File: config.mk
export PLATFORM = sky130hd
export DESIGN_NAME = lzsswd_cmd_queue
export DESIGN_NICKNAME = d
export VERILOG_FILES = /design/src/rtl/lzss_window_decompressor_assert.svh /design/src/rtl/lzsswd_pkg.sv /design/src/rtl/lzsswd_cmd_queue.sv
export SDC_FILE = /design/constraint.sdc
export NUM_CORES = 1
export LEC_CHECK = 0
export BUFFER_PORTS_ARGS = -buffer_cell sky130_fd_sc_hd__buf_4
export CAP_MARGIN = 20
export CORE_MARGIN = 1.5
export CORE_UTILIZATION = 31
export CTS_CLUSTER_DIAMETER = 60
export DETAILED_ROUTE_END_ITERATION = 10
export GPL_ROUTABILITY_DRIVEN = 0
export GPL_TIMING_DRIVEN = 0
export HOLD_SLACK_MARGIN = 0.03
export PLACE_DENSITY = 0.56
export SYNTH_ARGS = -nofsm -noshare
export SYNTH_HDL_FRONTEND = slang
export SYNTH_SLANG_ARGS = --single-unit
File: constraint.sdc
create_clock -name clk -period 1.6 [get_ports clk]
set_clock_uncertainty 0.05 [all_clocks]
set_input_delay 0.24 -clock clk [delete_from_list [all_inputs] [get_ports clk]]
set_output_delay 0.24 -clock clk [all_outputs]
set_load 0.005 [all_outputs]
File: src/rtl/lzss_window_decompressor_assert.svh
// Assertion macros shared by the LZSS window decompressor RTL.
// Depends on nothing; each macro expands to one labeled concurrent assertion.
`ifndef LZSS_WINDOW_DECOMPRESSOR_ASSERT_SVH
`define LZSS_WINDOW_DECOMPRESSOR_ASSERT_SVH

// Same-cycle implication, disabled while reset is asserted.
`define LZSSWD_ASSERT_IMP(label, clk, rst_n, ante, cons) \
	label: assert property (@(posedge clk) disable iff (!rst_n) (ante) |-> (cons)) \
		else $error("lzsswd assertion failed");

// Next-cycle implication, disabled while reset is asserted.
`define LZSSWD_ASSERT_NEXT(label, clk, rst_n, ante, cons) \
	label: assert property (@(posedge clk) disable iff (!rst_n) (ante) |=> (cons)) \
		else $error("lzsswd assertion failed");

`endif

File: src/rtl/lzsswd_pkg.sv
// Shared types and constants of the LZSS window decompressor.
// Depends on nothing; used by the front end, command queue, back end and top level.
`default_nettype none

package lzsswd_pkg;

	localparam int CFG_ADDR_W = 3;
	localparam logic REG_OUT_LENGTH = 1'b0;
	localparam logic [31:0] OUT_LENGTH_RESET = 32'd1;

	localparam logic [4:0] MATCH_BIAS = 5'd3;
	localparam logic [8:0] FLAG_MARKER = 9'h100;

	localparam int QUEUE_DEPTH = 4;
	localparam int QPTR_W = 2;

	typedef struct packed {
		logic is_match;
		logic [7:0] data;
		logic [3:0] off_hi;
		logic [4:0] count;
		logic status;
		logic done;
		logic final_b;
	} cmd_t;

	typedef struct packed {
		logic full;
		logic empty;
	} q_stat_t;

endpackage

`default_nettype wire

File: src/rtl/lzsswd_cmd_queue.sv
// Short command queue between the front end and the back end.
// Depends on lzsswd_pkg.
`default_nettype none

module lzsswd_cmd_queue (
	input wire logic clk,
	input wire logic arst_n,
	input wire logic push,
	input wire lzsswd_pkg::cmd_t cmd_in,
	input wire logic pop,
	output lzsswd_pkg::cmd_t cmd_out,
	output lzsswd_pkg::q_stat_t q_stat
);

	lzsswd_pkg::cmd_t entries_q [lzsswd_pkg::QUEUE_DEPTH];
	logic [lzsswd_pkg::QPTR_W-1:0] wr_ptr_q;
	logic [lzsswd_pkg::QPTR_W-1:0] rd_ptr_q;
	logic [lzsswd_pkg::QPTR_W:0] count_q;

	assign q_stat.full = count_q == (lzsswd_pkg::QPTR_W + 1)'(lzsswd_pkg::QUEUE_DEPTH);
	assign q_stat.empty = count_q == '0;
	assign cmd_out = entries_q[rd_ptr_q];

	always_ff @(posedge clk) begin
		if (push) begin
			entries_q[wr_ptr_q] <= cmd_in;
		end
	end

	always_ff @(posedge clk or negedge arst_n) begin
		if (!arst_n) begin
			wr_ptr_q <= '0;
			rd_ptr_q <= '0;
			count_q <= '0;
		end else begin
			if (push) begin
				wr_ptr_q <= wr_ptr_q + 1'b1;
			end
			if (pop) begin
				rd_ptr_q <= rd_ptr_q + 1'b1;
			end
			if (push && !pop) begin
				count_q <= count_q + 1'b1;
			end else if (pop && !push) begin
				count_q <= count_q - 1'b1;
			end
		end
	end

endmodule

`default_nettype wire

* Yosys cells after proc, flatten, opt, wreduce, memory -nomap -nowiden
Memories as Yosys holds them, arrays and structs flattened.
Index checks and enable logic that the tools add are counted.
** Word-level totals
- Register bits after elaboration :: 7
- Memories kept :: 1
- Word-level logic and storage cells :: 19
- Output and inout bits :: 23
- Memory bits (writable) :: 84
** Memory list
- entries_q :: depth 4, bits a word 21, rd ports 1, clocked after memory_dff 0, write ports 1, RTL line lzsswd_cmd_queue.sv:15 : lzsswd_pkg::cmd_t entries_q [lzsswd_pkg::QUEUE_DEPTH];
** Cells by class
- Reduce and logical (&&, ||, !) cells :: 6
- Muxes and demuxes :: 4
- Add/subtract/negate cells :: 4
- Equal/unequal tests :: 1
** Operator list (number)
- $mux 3 :: 2
- $add 2x1->2 const B :: 2
- $add 3x1->3 const B :: 1
- $eq 3x3->1 const B :: 1
- $logic_not 3->1 :: 1
- $sub 3x1->3 const B :: 1
- $logic_and 1x1->1 :: 2
- $logic_not 1->1 :: 2
- $mux 1 :: 2
- $reduce_bool 2->1 :: 1

* Longest topological paths before layout
- Depth in word-level cells :: 4
- Mapped depth :: 7
- Mapped depth without buffers :: 7

* Worst setup path after synthesis
Ideal clock, no wire load.
- Kind :: reg2reg
- Start point :: reg wr_ptr_q[0] (netlist bit)
- End point :: mem entries_q[0][0] (netlist bit), enable pin
- Library setup time :: 0.379 ns
- Data arrival time :: 1.164 ns
- Path slack :: 0.007 ns
- Buffers on the path :: 0
- Clock period less this slack :: 1.593 ns
- Stages on the path, launching flop included :: 4
- Path through :: dfrtp_1 -> inv_1 -> ha_1 -> and2_1
** RTL lines
- start, declared :: RTL line lzsswd_cmd_queue.sv:16 : logic [lzsswd_pkg::QPTR_W-1:0] wr_ptr_q;
- start signal, assigned :: RTL line lzsswd_cmd_queue.sv:37 : wr_ptr_q <= wr_ptr_q + 1'b1;
- end, declared :: RTL line lzsswd_cmd_queue.sv:15
Straight into the memory's write port.

==> qor.txt <==
STATUS
-------------------------------------------------------------------------------------------------
Run status                                                                           finished with violations
Violations in the final reports                                                      setup timing

YOSYS
-------------------------------------------------------------------------------------------------
Total nets after synthesis                                                                    175
Share of Yosys cell area claimed by the top area cell type                                  0.729
Number of distinct library cell variants in the gate-level netlist after synthesis             19
Most instantiated flip-flop cell in the synthesis netlist                            sky130_fd_sc_hd__edfxtp_1
Number of synthesis warnings                                                                    0
Mean Syn Cell Area                                                                       24.0 µm²
Largest cells by area after synthesis                                                sky130_fd_sc_hd__edfxtp_1 (73%), sky130_fd_sc_hd__mux4_2 (12%), sky130_fd_sc_hd__dfrtp_1 (5.1%)
Flop and latch count out of synthesis                                                          91
Share of flip-flops with an asynchronous set or reset                                      0.0769
Commonest cells post-synth                                                           sky130_fd_sc_hd__edfxtp_1 (84), sky130_fd_sc_hd__mux4_2 (18), sky130_fd_sc_hd__dfrtp_1 (7)
Share of the yosys chip area belonging to registers                                         0.780
Cell type with the highest aggregate area in the netlist                             sky130_fd_sc_hd__edfxtp_1
Synthesized netlist cell count                                                                144
Post-synthesis cell area                                                                 3460 µm²
Library cell with the highest instance count after synthesis                         sky130_fd_sc_hd__edfxtp_1
EDFF count, synth                                                                              84

CLOCK TREE
-------------------------------------------------------------------------------------------------
H-tree depth                                                                                    3
Maximum root-to-sink buffer count                                                               2
CTS tree                                                                                    built
Clock-pin slew on the worst setup and hold paths                                            90 ps
CTS Sinks                                                                                      91
Root buffer cell                                                                     sky130_fd_sc_hd__clkbuf_8
Number of buffers inserted during clock tree synthesis                                          9
Skew-Pair Late Insertion Delay                                                             350 ps

TIMING
-------------------------------------------------------------------------------------------------
Number of hold violations in the final report                                                   0
Number of endpoints failing setup at the final stage                                           21
Headroom to the max-slew limit                                                              0.793
Final worst-path cycle share                                                                 1.23
FMAX                                                                                    0.509 GHz
Max-slew violation count                                                                        0
Actual transition at the worst max-transition pin                                          310 ps
Shortest period the worst path allows                                                     1960 ps
Setup repair after global routing missed its margin                                           yes
Total negative slack                                                                     -6940 ps
Hold slack final                                                                          46.6 ps
Worst path setup slack after routing                                                      -364 ps

DETAILED ROUTING
-------------------------------------------------------------------------------------------------
First DRT Iteration DRCs                                                                      110
Number of nets still failing antenna checks after routing                                       0
Post-DR vias/cell                                                                            4.38
WL/cell                                                                                   16.3 µm
Overall routed net length                                                                 6140 µm
Total via count after detailed routing                                                       1652
Detailed-routing iteration count for the pre-antenna-repair pass                                4
DRC errors left                                                                                 0

LAYOUT
-------------------------------------------------------------------------------------------------
Fraction of final layout cells sized beyond drive strength 1                                0.435
Post-Layout Inst Area                                                                    4620 µm²
Layout net count                                                                              263
Relative area change from synthesis to final layout                                         33.5%
Ant diodes                                                                                      0
Non-filler cells in the finished layout                                                       377

GLOBAL ROUTE
-------------------------------------------------------------------------------------------------
Maximum number of pins on one net before global-route repair                                   19
Antenna violations before repair                                                                0
Global-route total usage across every layer                                                 0.114
Vias in the first global route                                                               1853
Global route overflow                                                                           0
Global-route wire length before repair                                                    9510 µm

SETUP PATH
-------------------------------------------------------------------------------------------------
Kind of start point of the critical path                                                flip-flop
Family with the most delay on the worst path                                         multiplexers
Crit Path Class                                                                           reg2out
Library cell contributing the largest single delay on the critical path              sky130_fd_sc_hd__mux4_2
Setup crit end kind                                                                    output pin
CP dominant cell by count                                                            sky130_fd_sc_hd__buf_6
Critical Path, Cell by Cell                                                          buf_6 > buf_12 > mux4_2 > buf_6
Number of buffers and inverters on the critical path                                            3
Highest fanout seen on the critical path                                                       10
Peak per-stage delay on the critical path                                                  530 ps
Data arrival time of the worst path                                                       1670 ps
Critical Path RT                                                                          1310 ps

FLOORPLAN
-------------------------------------------------------------------------------------------------
Count of pins on the block boundary                                                            48
Horiz. Die Dim                                                                             109 µm
Die Y-Extent                                                                               109 µm
Die Area                                                                                11800 µm²
Floorplan row count                                                                            38
Effective utilization at floorplan                                                          0.319
Core Footprint                                                                          10800 µm²

POWER
-------------------------------------------------------------------------------------------------
Worst IR Drop VDD                                                                      0.000662 V
Static leakage                                                                            1.64 nW
Pwr Density                                                                           1660 nW/µm²

PLACED DESIGN
-------------------------------------------------------------------------------------------------
Input/output buffers                                                                           47
Cell count after placement                                                                    335
Placed cell area                                                                         4080 µm²
Dpl hpwl                                                                                  3970 µm

RUN
-------------------------------------------------------------------------------------------------
Max-cap viol count                                                                              0

MIN PATH
-------------------------------------------------------------------------------------------------
Type of the tightest min-delay check                                                       in2reg

final timing paths:
| path | end | slack, ps | cells after the start | start |
|---|---|---|---|---|
| worst max-delay path | cmd_out[13] | -360 | 4 | rd_ptr_q[0]$_DFFE_PN0P_ |
| worst min-delay path | entries_q[0][20]$_DFFE_PP_ | 50 | 1 | cmd_in[20] |
| worst max register to register | entries_q[1][19]$_DFFE_PP_ | 100 | 4 | wr_ptr_q[1]$_DFFE_PN0P_ |
| worst min register to register | count_q[2]$_DFFE_PN0P_ | 450 | 1 | count_q[2]$_DFFE_PN0P_ |
| max in group asynchronous | rd_ptr_q[1]$_DFFE_PN0P_ | 1190 | 2 | arst_n |
| min in group asynchronous | count_q[1]$_DFFE_PN0P_ | 190 | 2 | arst_n |
report_power, final:
| part | internal (W) | leakage, nW | switching [W] |
|---|---|---|---|
| clock | 0.000613 | 0.0937 | 0.000850 |
| sequential | 0.00313 | 0.854 | 0.000169 |
| combinational | 0.00177 | 0.696 | 0.00114 |
| total | 0.00551 | 1.64 | 0.00216 |
cells in the final DEF, fill, tap and decap left out, types with 2 or more instances in the layout:
cell                            count
sky130_fd_sc_hd__and2_2             2
sky130_fd_sc_hd__dfrtp_1            7
sky130_fd_sc_hd__ha_1               5
sky130_fd_sc_hd__nand2_1            2
sky130_fd_sc_hd__and2_4             2
sky130_fd_sc_hd__clkbuf_4           2
sky130_fd_sc_hd__clkinvlp_4         2
sky130_fd_sc_hd__mux4_2            21
sky130_fd_sc_hd__dlygate4sd3_1     21
sky130_fd_sc_hd__inv_1              4
sky130_fd_sc_hd__inv_8              4
sky130_fd_sc_hd__xor2_1             4
sky130_fd_sc_hd__clkbuf_8           9
sky130_fd_sc_hd__buf_4             32
sky130_fd_sc_hd__xnor2_1            2
sky130_fd_sc_hd__buf_6             20
sky130_fd_sc_hd__buf_12             2
sky130_fd_sc_hd__buf_16             4
sky130_fd_sc_hd__edfxtp_1          84
kinds of logic after synthesis:
| logic type | count (synthesis) | synth area share |
|---|---|---|
| adders and majority gates | 6 | 0.0239 |
| DFF | 91 | 0.780 |
| muxes | 22 | 0.143 |
| AOI/OAI and AO/OA | 1 | 0.00145 |
| buffers and inverters | 9 | 0.0221 |
| xor gates and xnor gates | 6 | 0.0152 |
| and+or+nand+nor | 9 | 0.0141 |
layer usage:
layer  up-vias  track usage  wire (µm)
met1       852        0.131       2650
met5         -            0          0
met3         4       0.0281        195
met2        33        0.200       3240
met4         0       0.0489         64
li1        763            -          -
repair_timing:
| item | CTS | global route |
|---|---|---|
| gates cloned | 1 | 0 |
| endpoints found under the hold margin | 77 | 3 |
| buffers inserted | 4 | 0 |
| endpoints found under the setup margin | 72 | 46 |
| hold buffers | 20 | 1 |
| pin swaps | 0 | 0 |
| gates resized for setup | 27 | 4 |
registers in the layout, indices dropped and copies added (netlist names):
signal and cells:
entries_q 84, count_q 3, rd_ptr_q 2, wr_ptr_q 2
per-stage QoR:
stage	power, W	worst slack, ps	util
floorplan	0.00468	6.66	-
global placement	0.00566	-436	0.368
detailed placement	0.00584	-159	0.377
CTS	0.00779	-403	0.424
global route	0.00813	-448	0.426
finish	0.00767	-364	0.426
worst reg2reg max path, delay by kind of cell, from the launching register on:
family	cells	cell delay, ps
buf+inv	2	290
flops	1	410
simple gates	1	320
fa+ha+maj	1	140
layout make-up:
| cell class | instances | area [µm²] |
|---|---|---|
| fill | 958 | 6220 |
| sequential | 91 | 2700 |
| timing repair buffer | 77 | 790 |
| multi-input combinational | 44 | 681 |
| tap | 140 | 175 |
| clock buffer | 9 | 124 |
| clock inverter | 7 | 68.8 |
| buffer | 5 | 66.3 |
| inverter | 4 | 15.0 |
Power figures use the tool's default switching activity.
