[config.mk]
export PLATFORM = sky130hd
export DESIGN_NAME = lzsswd_front_flat
export DESIGN_NICKNAME = d
export VERILOG_FILES = /design/src/rtl/lzss_window_decompressor_assert.svh /design/src/rtl/lzsswd_pkg.sv /design/src/rtl/lzsswd_if.sv /design/src/rtl/lzsswd_front.sv /design/src/flat_wrapper.sv
export SDC_FILE = /design/constraint.sdc
export NUM_CORES = 1
export LEC_CHECK = 0
export ABC_AREA = 1
export BUFFER_PORTS_ARGS = -buffer_cell sky130_fd_sc_hd__buf_2
export CAP_MARGIN = 0
export CORE_UTILIZATION = 50
export DETAILED_ROUTE_END_ITERATION = 8
export GPL_ROUTABILITY_DRIVEN = 0
export PLACE_DENSITY = 0.75
export SYNTH_ARGS = -nofsm -noshare
export SYNTH_HDL_FRONTEND = slang
export SYNTH_SLANG_ARGS = --single-unit
[constraint.sdc]
create_clock -name clk -period 13.7 [get_ports clk]
set_input_delay 3.425 -clock clk [delete_from_list [all_inputs] [get_ports clk]]
set_output_delay 3.425 -clock clk [all_outputs]
set_load 0.1 [all_outputs]
[src/rtl/lzss_window_decompressor_assert.svh]
// Assertion macros shared by the LZSS window decompressor RTL.
// Depends on nothing; each macro expands to one labeled concurrent assertion.
`ifndef LZSS_WINDOW_DECOMPRESSOR_ASSERT_SVH
`define LZSS_WINDOW_DECOMPRESSOR_ASSERT_SVH

// Same-cycle implication, disabled while reset is asserted.
`define LZSSWD_ASSERT_IMP(label, clk, rst_n, ante, cons) \
	label: assert property (@(posedge clk) disable iff (!rst_n) (ante) |-> (cons)) \
		else $error("lzsswd assertion failed");

// Next-cycle implication, disabled while reset is asserted.
`define LZSSWD_ASSERT_NEXT(label, clk, rst_n, ante, cons) \
	label: assert property (@(posedge clk) disable iff (!rst_n) (ante) |=> (cons)) \
		else $error("lzsswd assertion failed");

`endif

[src/rtl/lzsswd_pkg.sv]
// Shared types and constants of the LZSS window decompressor.
// Depends on nothing; used by the front end, command queue, back end and top level.
`default_nettype none

package lzsswd_pkg;

	localparam int CFG_ADDR_W = 3;
	localparam logic REG_OUT_LENGTH = 1'b0;
	localparam logic [31:0] OUT_LENGTH_RESET = 32'd1;

	localparam logic [4:0] MATCH_BIAS = 5'd3;
	localparam logic [8:0] FLAG_MARKER = 9'h100;

	localparam int QUEUE_DEPTH = 4;
	localparam int QPTR_W = 2;

	typedef struct packed {
		logic is_match;
		logic [7:0] data;
		logic [3:0] off_hi;
		logic [4:0] count;
		logic status;
		logic done;
		logic final_b;
	} cmd_t;

	typedef struct packed {
		logic full;
		logic empty;
	} q_stat_t;

endpackage

`default_nettype wire

[src/rtl/lzsswd_if.sv]
// Valid/ready channel interfaces for compressed input and decompressed results.
// Depends on nothing.
`default_nettype none

interface lzsswd_in_if;
	logic valid;
	logic ready;
	logic [7:0] in_byte;
	logic final_byte;

	modport source (output valid, output in_byte, output final_byte, input ready);
	modport sink (input valid, input in_byte, input final_byte, output ready);
endinterface


`default_nettype wire

[src/rtl/lzsswd_front.sv]
// Front end: accepts compressed bytes, tracks token parsing and the output count,
// and issues one command per item. Depends on lzsswd_pkg and lzsswd_if.
`default_nettype none

module lzsswd_front (
	input wire logic clk,
	input wire logic arst_n,
	lzsswd_in_if.sink in_ch,
	input wire logic [31:0] out_length,
	input wire lzsswd_pkg::q_stat_t q_stat,
	output logic push,
	output lzsswd_pkg::cmd_t cmd
);

	typedef enum logic [1:0] {
		PH_BOUNDARY = 2'd0,
		PH_FIRST = 2'd1,
		PH_SECOND = 2'd2
	} phase_t;

	phase_t phase_q, phase_n;
	logic [8:0] flags_q, flags_n;
	logic [7:0] match_lo_q, match_lo_n;
	logic [31:0] emitted_q;

	logic accept;
	logic done_now;
	logic [31:0] remaining;
	logic [8:0] shifted;
	logic [4:0] match_len;
	logic len_covers;
	logic take_first;
	logic first_lit;
	logic [4:0] n;
	logic done;
	logic is_match;

	assign in_ch.ready = !q_stat.full;
	assign accept = in_ch.valid && in_ch.ready;

	assign done_now = emitted_q >= out_length;
	assign remaining = out_length - emitted_q;
	assign shifted = {1'b0, flags_q[8:1]};
	assign match_len = {1'b0, in_ch.in_byte[3:0]} + lzsswd_pkg::MATCH_BIAS;
	assign len_covers = {27'd0, match_len} >= remaining;

	always_comb begin
		phase_n = phase_q;
		flags_n = flags_q;
		match_lo_n = match_lo_q;
		n = 5'd0;
		done = done_now;
		is_match = 1'b0;
		take_first = 1'b0;
		first_lit = 1'b0;
		if (!done_now) begin
			case (phase_q)
				PH_FIRST: begin
					take_first = 1'b1;
					first_lit = flags_q[0];
				end
				PH_SECOND: begin
					is_match = 1'b1;
					n = len_covers ? remaining[4:0] : match_len;
					done = len_covers;
					phase_n = PH_BOUNDARY;
				end
				default: begin
					flags_n = shifted;
					if (shifted[8:1] == 8'd0) begin
						flags_n = lzsswd_pkg::FLAG_MARKER | {1'b0, in_ch.in_byte};
						phase_n = PH_FIRST;
					end else begin
						take_first = 1'b1;
						first_lit = shifted[0];
					end
				end
			endcase
			if (take_first) begin
				if (first_lit) begin
					n = 5'd1;
					done = remaining == 32'd1;
					phase_n = PH_BOUNDARY;
				end else begin
					match_lo_n = in_ch.in_byte;
					phase_n = PH_SECOND;
				end
			end
		end
	end

	assign push = accept;
	assign cmd.is_match = is_match;
	assign cmd.data = is_match ? match_lo_q : in_ch.in_byte;
	assign cmd.off_hi = in_ch.in_byte[7:4];
	assign cmd.count = n;
	assign cmd.status = in_ch.final_byte || (n == 5'd0);
	assign cmd.done = done;
	assign cmd.final_b = in_ch.final_byte;

	always_ff @(posedge clk or negedge arst_n) begin
		if (!arst_n) begin
			phase_q <= PH_BOUNDARY;
			flags_q <= 9'd0;
			match_lo_q <= 8'd0;
			emitted_q <= 32'd0;
		end else if (accept) begin
			phase_q <= phase_n;
			flags_q <= flags_n;
			match_lo_q <= match_lo_n;
			emitted_q <= emitted_q + {27'd0, n};
		end
	end

endmodule

`default_nettype wire

[src/flat_wrapper.sv]
// flat-port wrapper written by rule: the top's interface ports become plain ports
module lzsswd_front_flat 
  (clk, arst_n, out_length, q_stat, push, cmd, in_ch_valid, in_ch_in_byte, in_ch_final_byte, in_ch_ready);
  lzsswd_in_if in_ch_i ();
  input wire logic clk;
  input wire logic arst_n;
  input wire logic [31:0] out_length;
  input wire lzsswd_pkg::q_stat_t q_stat;
  output logic push;
  output lzsswd_pkg::cmd_t cmd;
  input wire logic [$bits(in_ch_i.valid)-1:0] in_ch_valid;
  input wire logic [$bits(in_ch_i.in_byte)-1:0] in_ch_in_byte;
  input wire logic [$bits(in_ch_i.final_byte)-1:0] in_ch_final_byte;
  output wire logic [$bits(in_ch_i.ready)-1:0] in_ch_ready;
  assign in_ch_i.valid = in_ch_valid;
  assign in_ch_i.in_byte = in_ch_in_byte;
  assign in_ch_i.final_byte = in_ch_final_byte;
  assign in_ch_ready = in_ch_i.ready;
  lzsswd_front u_core (.clk(clk), .arst_n(arst_n), .in_ch(in_ch_i), .out_length(out_length), .q_stat(q_stat), .push(push), .cmd(cmd));
endmodule
# [After elaboration in Yosys (flattened, before gate mapping)]
# Index checks and enable logic that the tools add are counted.
[op_classes] n_addsub=3 n_lt_le_gt_ge=2 n_eq_ne=4 muxes=23 bitwise=3 n_reduce_logical=10
[op_table] cell="adder 32 x 5 -> 32 bit" count=1
[op_table] cell="== test 32 x 1 -> 1 bit, second input constant" count=1
[op_table] cell="greater-or-equal comparator 32 bit" count=1
[op_table] cell="greater-or-equal comparator 5 x 32 -> 1 bit" count=1
[op_table] cell="subtractor 32 bit" count=1
[op_table] cell="two-way mux 5 bit" count=5
[op_table] cell="two-way mux 1 bit" count=10
[op_table] cell="two-way mux 9 bit" count=1
[op_table] cell="zero test 8 bit" count=1
[op_table] cell="two-way mux 8 bit" count=1
[op_table] cell="AND reduction 4 bit" count=2
[op_table] cell="two-way mux 2 bit" count=3
[op_table] cell="adder 4 x 2 -> 5 bit, second input constant" count=1
[op_table] cell="zero test 5 bit" count=1
[op_table] cell="one-hot mux 1 bit (2 select lines)" count=2
[op_table] cell="one-hot mux 2 bit (2 select lines)" count=1
[op_table] cell="NOT 1 bit" count=3
[op_table] cell="AND reduction 3 bit" count=1
[op_table] cell="nonzero test 3 bit" count=1
[op_table] cell="== test 2 x 1 -> 1 bit, second input constant" count=1
[op_table] cell="== test 2 bit, second input constant" count=1
[op_table] cell="!= test 2 x 1 -> 1 bit, second input constant" count=1
[op_table] cell="OR reduction 2 bit" count=1
[op_table] cell="logical AND 1 bit" count=1
[op_table] cell="other kinds (2)" count=2
[totals] regBits=51 input_bits=46 out_inout_bits=23 word_cells=49

# [Logic depth before layout (Yosys ltp)]
[depth] ltp_word=9 mapped_depth=39 ltp_nobuf=39

# [Worst setup path after synthesis]
# Ideal clock, no wire load.
[synth_path] path_kind="input to output" start="input port out_length[0]" end="output port cmd[18] (netlist name)" arrival_ns=7.277 required_time_ns=10.275 slack_ns=2.998 path_stages=16 path_buffers=1 path_cell_list="inv_1 > ha_1 > inv_1 > fa_1 > nand3_1 > nand3_1 > nand2_1 > nand2_2 > nand2_2 > nand3_2 > nand3_2 > a41oi_2 > nand2_2 > inv_2 > buf_2 > o21ai_0"
[synth_rtl] element="start: declaration" line="flat_wrapper.sv:7" rtl="input wire logic [31:0] out_length;"
[synth_rtl] element="end: declaration" line="flat_wrapper.sv:10" rtl="output lzsswd_pkg::cmd_t cmd;"

==> results.sh <==
export IMPL_status="finished, violations left"
export IMPL_violations="DRC"
export IMPL_fill_cells=1198
export IMPL_grt_use_total_pct=24.9
export IMPL_clock_skew_ns=0.0144
export IMPL_switching_share_pct=51.0
export IMPL_critPathCapture="cmd[2]"
export IMPL_layout_common_cells="nand2_1 (316), inv_1 (216), buf_2 (67)"
export IMPL_die_w_um=111
export IMPL_ys_warn_count=0
export IMPL_startpoint="out_length[0]"
export IMPL_worstPathCellList="buf_2 > inv_1 > ha_1 > inv_1 > fa_1 > nand3_1 > nand3_1 > xor2_1 > inv_1 > ha_1 > nand2_1 > nand2_1 > nand4_1 > nor3_4 > nand4_1 > nand3_2 > nand2_1 > nor2_1 > nand2_1 > nand2_1 > buf_2"
export IMPL_finalMaxSlewViolations=0
export IMPL_multiInputGateArea_um2=3780
export IMPL_dr_pass1_iters=7
export IMPL_worstSkewPairLatency_ns=0.31
export IMPL_ant_nets=0
export IMPL_ctsHoldBuffers=0
export IMPL_worstHoldPathType="reg -> reg"
export IMPL_cp_required_ns=10.27
export IMPL_clock_sinks=51
export IMPL_synth_seq_cells=51
export IMPL_synth_enable_flop_cells=0
export IMPL_synthesis_instances=958
export IMPL_max_freq_mhz=98.3
export IMPL_r2r_slack_ns=7.73
export IMPL_place_detailed_hpwl_mm=12.0
export IMPL_maxCapViolations=0
export IMPL_via_per_inst=4.92
export IMPL_p_sw_mw=0.392
export IMPL_combPwrFrac_pct=56.6
export IMPL_grt_max_degree=52
export IMPL_drt_wl_total_mm=14.5
export IMPL_drive_gt1_share_pct=15.4
export IMPL_finalHoldViolations=0
export IMPL_critPathKind="in -> out"
export IMPL_syn_area_per_cell_um2=6.22
export IMPL_cp_arrival_ns=6.74
export IMPL_internal_power_mw=0.378
export IMPL_port_buffer_count=67
export IMPL_vias=5736
export IMPL_r2r_cells=39
export IMPL_fp_row_count=39
export IMPL_pwr_share_seq_pct=26.2
export IMPL_cpMostUsedCell="nand2_1"
export IMPL_r2r_end="u_core.emitted_q[30]"
export IMPL_antenna_found_initial=0
export IMPL_grt_pass1_wl_mm=24.7
export IMPL_routedWlPerCell_um=12.4
export IMPL_cp_end_kind="output port"
export IMPL_dieArea_um2=12300
export IMPL_cts_tree="built"
export IMPL_synthArstFlopShare_pct=100
export IMPL_fin_nets=1116
export IMPL_cp_max_fo=6
export IMPL_power_density_nw_per_um2=117
export IMPL_synth_cell_types=43
export IMPL_fin_util_pct=56.9
export IMPL_initial_utilization_pct=51.7
export IMPL_diodes=0
export IMPL_drc=4
export IMPL_finalCriticalPeriod_ns=10.17
export IMPL_grt_ovfl_total=0
export IMPL_cts_buffers=5
export IMPL_seq_area_um2=1280
export IMPL_clock_path_buffers=2
export IMPL_grt_pass1_vias=5321
export IMPL_setup_viol=0
export IMPL_postCtsSetupRepairBufs=0
export IMPL_power_leakage_nw=3.98
export IMPL_syn_nets=1051
export IMPL_die_h_um=111
export IMPL_worstMarginPinSlew_ns=0.691
export IMPL_htreeDepth=2
export IMPL_cp_start_kind="input port"
export IMPL_crit_path_max_incr_delay_ns=0.46
export IMPL_drtIter0Drc=307
export IMPL_r2r_start="u_core.emitted_q[2]"
export IMPL_netlist_area_um2=5950
export IMPL_p_clk_share_pct=17.2
export IMPL_netlist_area_leader_share_pct=21.4
export IMPL_min_period_over_period_pct=74.2
export IMPL_core_area_um2=11500
export IMPL_final_common_cell="nand2_1"
export IMPL_critPathSlowestCell="fa_1"
export IMPL_boundaryPins=69
export IMPL_final_setup_tns_ns=0
export IMPL_clock_root_buffer="clkbuf_16"
export IMPL_rsz0062_at_grt="false"
export IMPL_path_clk_slew_ns=0.07
export IMPL_slew_limit_headroom_pct=54.0
export IMPL_synth_main_ff_cell="dfrtp_1"
export IMPL_yosysTopAreaCell="dfrtp_1"
export IMPL_ys_top_cells_by_area="dfrtp_1 (21%), nand2_1 (20%), inv_1 (14%), ha_1 (9.5%), xor2_1 (4.7%)"
export IMPL_cts_resized=0
export IMPL_ir_worst_vdd_mv=0.125
export IMPL_seq_area_frac_synth_pct=21.4
export IMPL_syn_to_final_growth_pct=10.0
## critical path: cells and delay by family
kind | cells | cell delay [ns]
and+or+nand+nor | 12 | 1.46
adders and majority gates | 3 | 0.87
xor gates and xnor gates | 1 | 0.26
buffers and inverters | 5 | 0.72
## cells in the mapped netlist, types with 5 or more instances
cell and instances:
xor2_1 32, buf_4 8, o21ai_2 8, nand3_1 41, ha_1 45, o21ai_0 12
inv_1 216, nor4_1 5, o221ai_1 8, nand4_1 23, nand2_2 29, nand2_1 316
nor2_1 49, nor2_4 5, and2_1 5, nand3_2 7, nor2_2 18, nor3_1 19
a21oi_1 20, dfrtp_1 51, o21ai_1 7
## state kept, by name (all words and copies together), names as in the netlist
register and flops:
u_core.phase_q 2, u_core.flags_q 9, u_core.match_lo_q 8, u_core.emitted_q 32
## final cells by class
cell class | count | area share, %
multi-input combinational | 678 | 57.7
sequential | 51 | 19.5
inverter | 219 | 12.5
timing repair buffer | 68 | 5.23
tap | 143 | 2.73
clock buffer | 5 | 1.91
clock inverter | 3 | 0.420
## per-stage QoR
step                      instance area (um^2)  hold slack (ns)  cells  power [mW]  setup WS [ns]
after CTS                                 6550            0.471   1167       0.774           3.55
after global placement                    6400            0.458   1159       0.631           3.59
after global routing                      6550            0.490   1167       0.835           3.14
after floorplan                           5950            0.442    958       0.558           3.00
final                                     6550            0.468   1167       0.770           3.53
after detailed placement                  6400            0.462   1159       0.638           3.57
## layer usage
layer	up-vias	GRT usage, %	share of wire [%]
met1	2535	32.4	47
met4	0	7.03	2.0
li1	3068	-	-
met5	-	0	0
met2	115	43.1	47
met3	18	3.50	3.9
## logic make-up (layout without fill, tap and decap cells)
group	count (synthesis)	after routing	synth area share [%]
AND/OR/NAND/NOR	533	533	41.3
buffers and inverters	229	295	15.1
AO/OA/AOI/OAI	63	63	6.93
flip-flops	51	51	21.4
adder cells (fa/ha/maj)	47	47	10.1
XOR/XNOR	35	35	5.15
## power groups by stage
stage / registers, mW / logic (mW) / clock network, mW
floorplan: 0.200 / 0.358 / 0
global placement: 0.204 / 0.427 / 0
detailed placement: 0.204 / 0.434 / 0
CTS: 0.202 / 0.436 / 0.136
global route: 0.206 / 0.487 / 0.141
finish: 0.202 / 0.435 / 0.133
## worst min path at each step
stage	endpoint	startpoint	cells after the start
5_1_grt	u_core.emitted_q[15]	u_core.emitted_q[15]	1
2_1_floorplan	u_core.emitted_q[15]	u_core.emitted_q[15]	1
3_3_place_gp	u_core.emitted_q[21]	u_core.emitted_q[21]	1
6_report	u_core.emitted_q[21]	u_core.emitted_q[21]	1
4_1_cts	u_core.emitted_q[21]	u_core.emitted_q[21]	1
3_5_place_dp	u_core.emitted_q[21]	u_core.emitted_q[21]	1
Power figures use the tool's default switching activity.
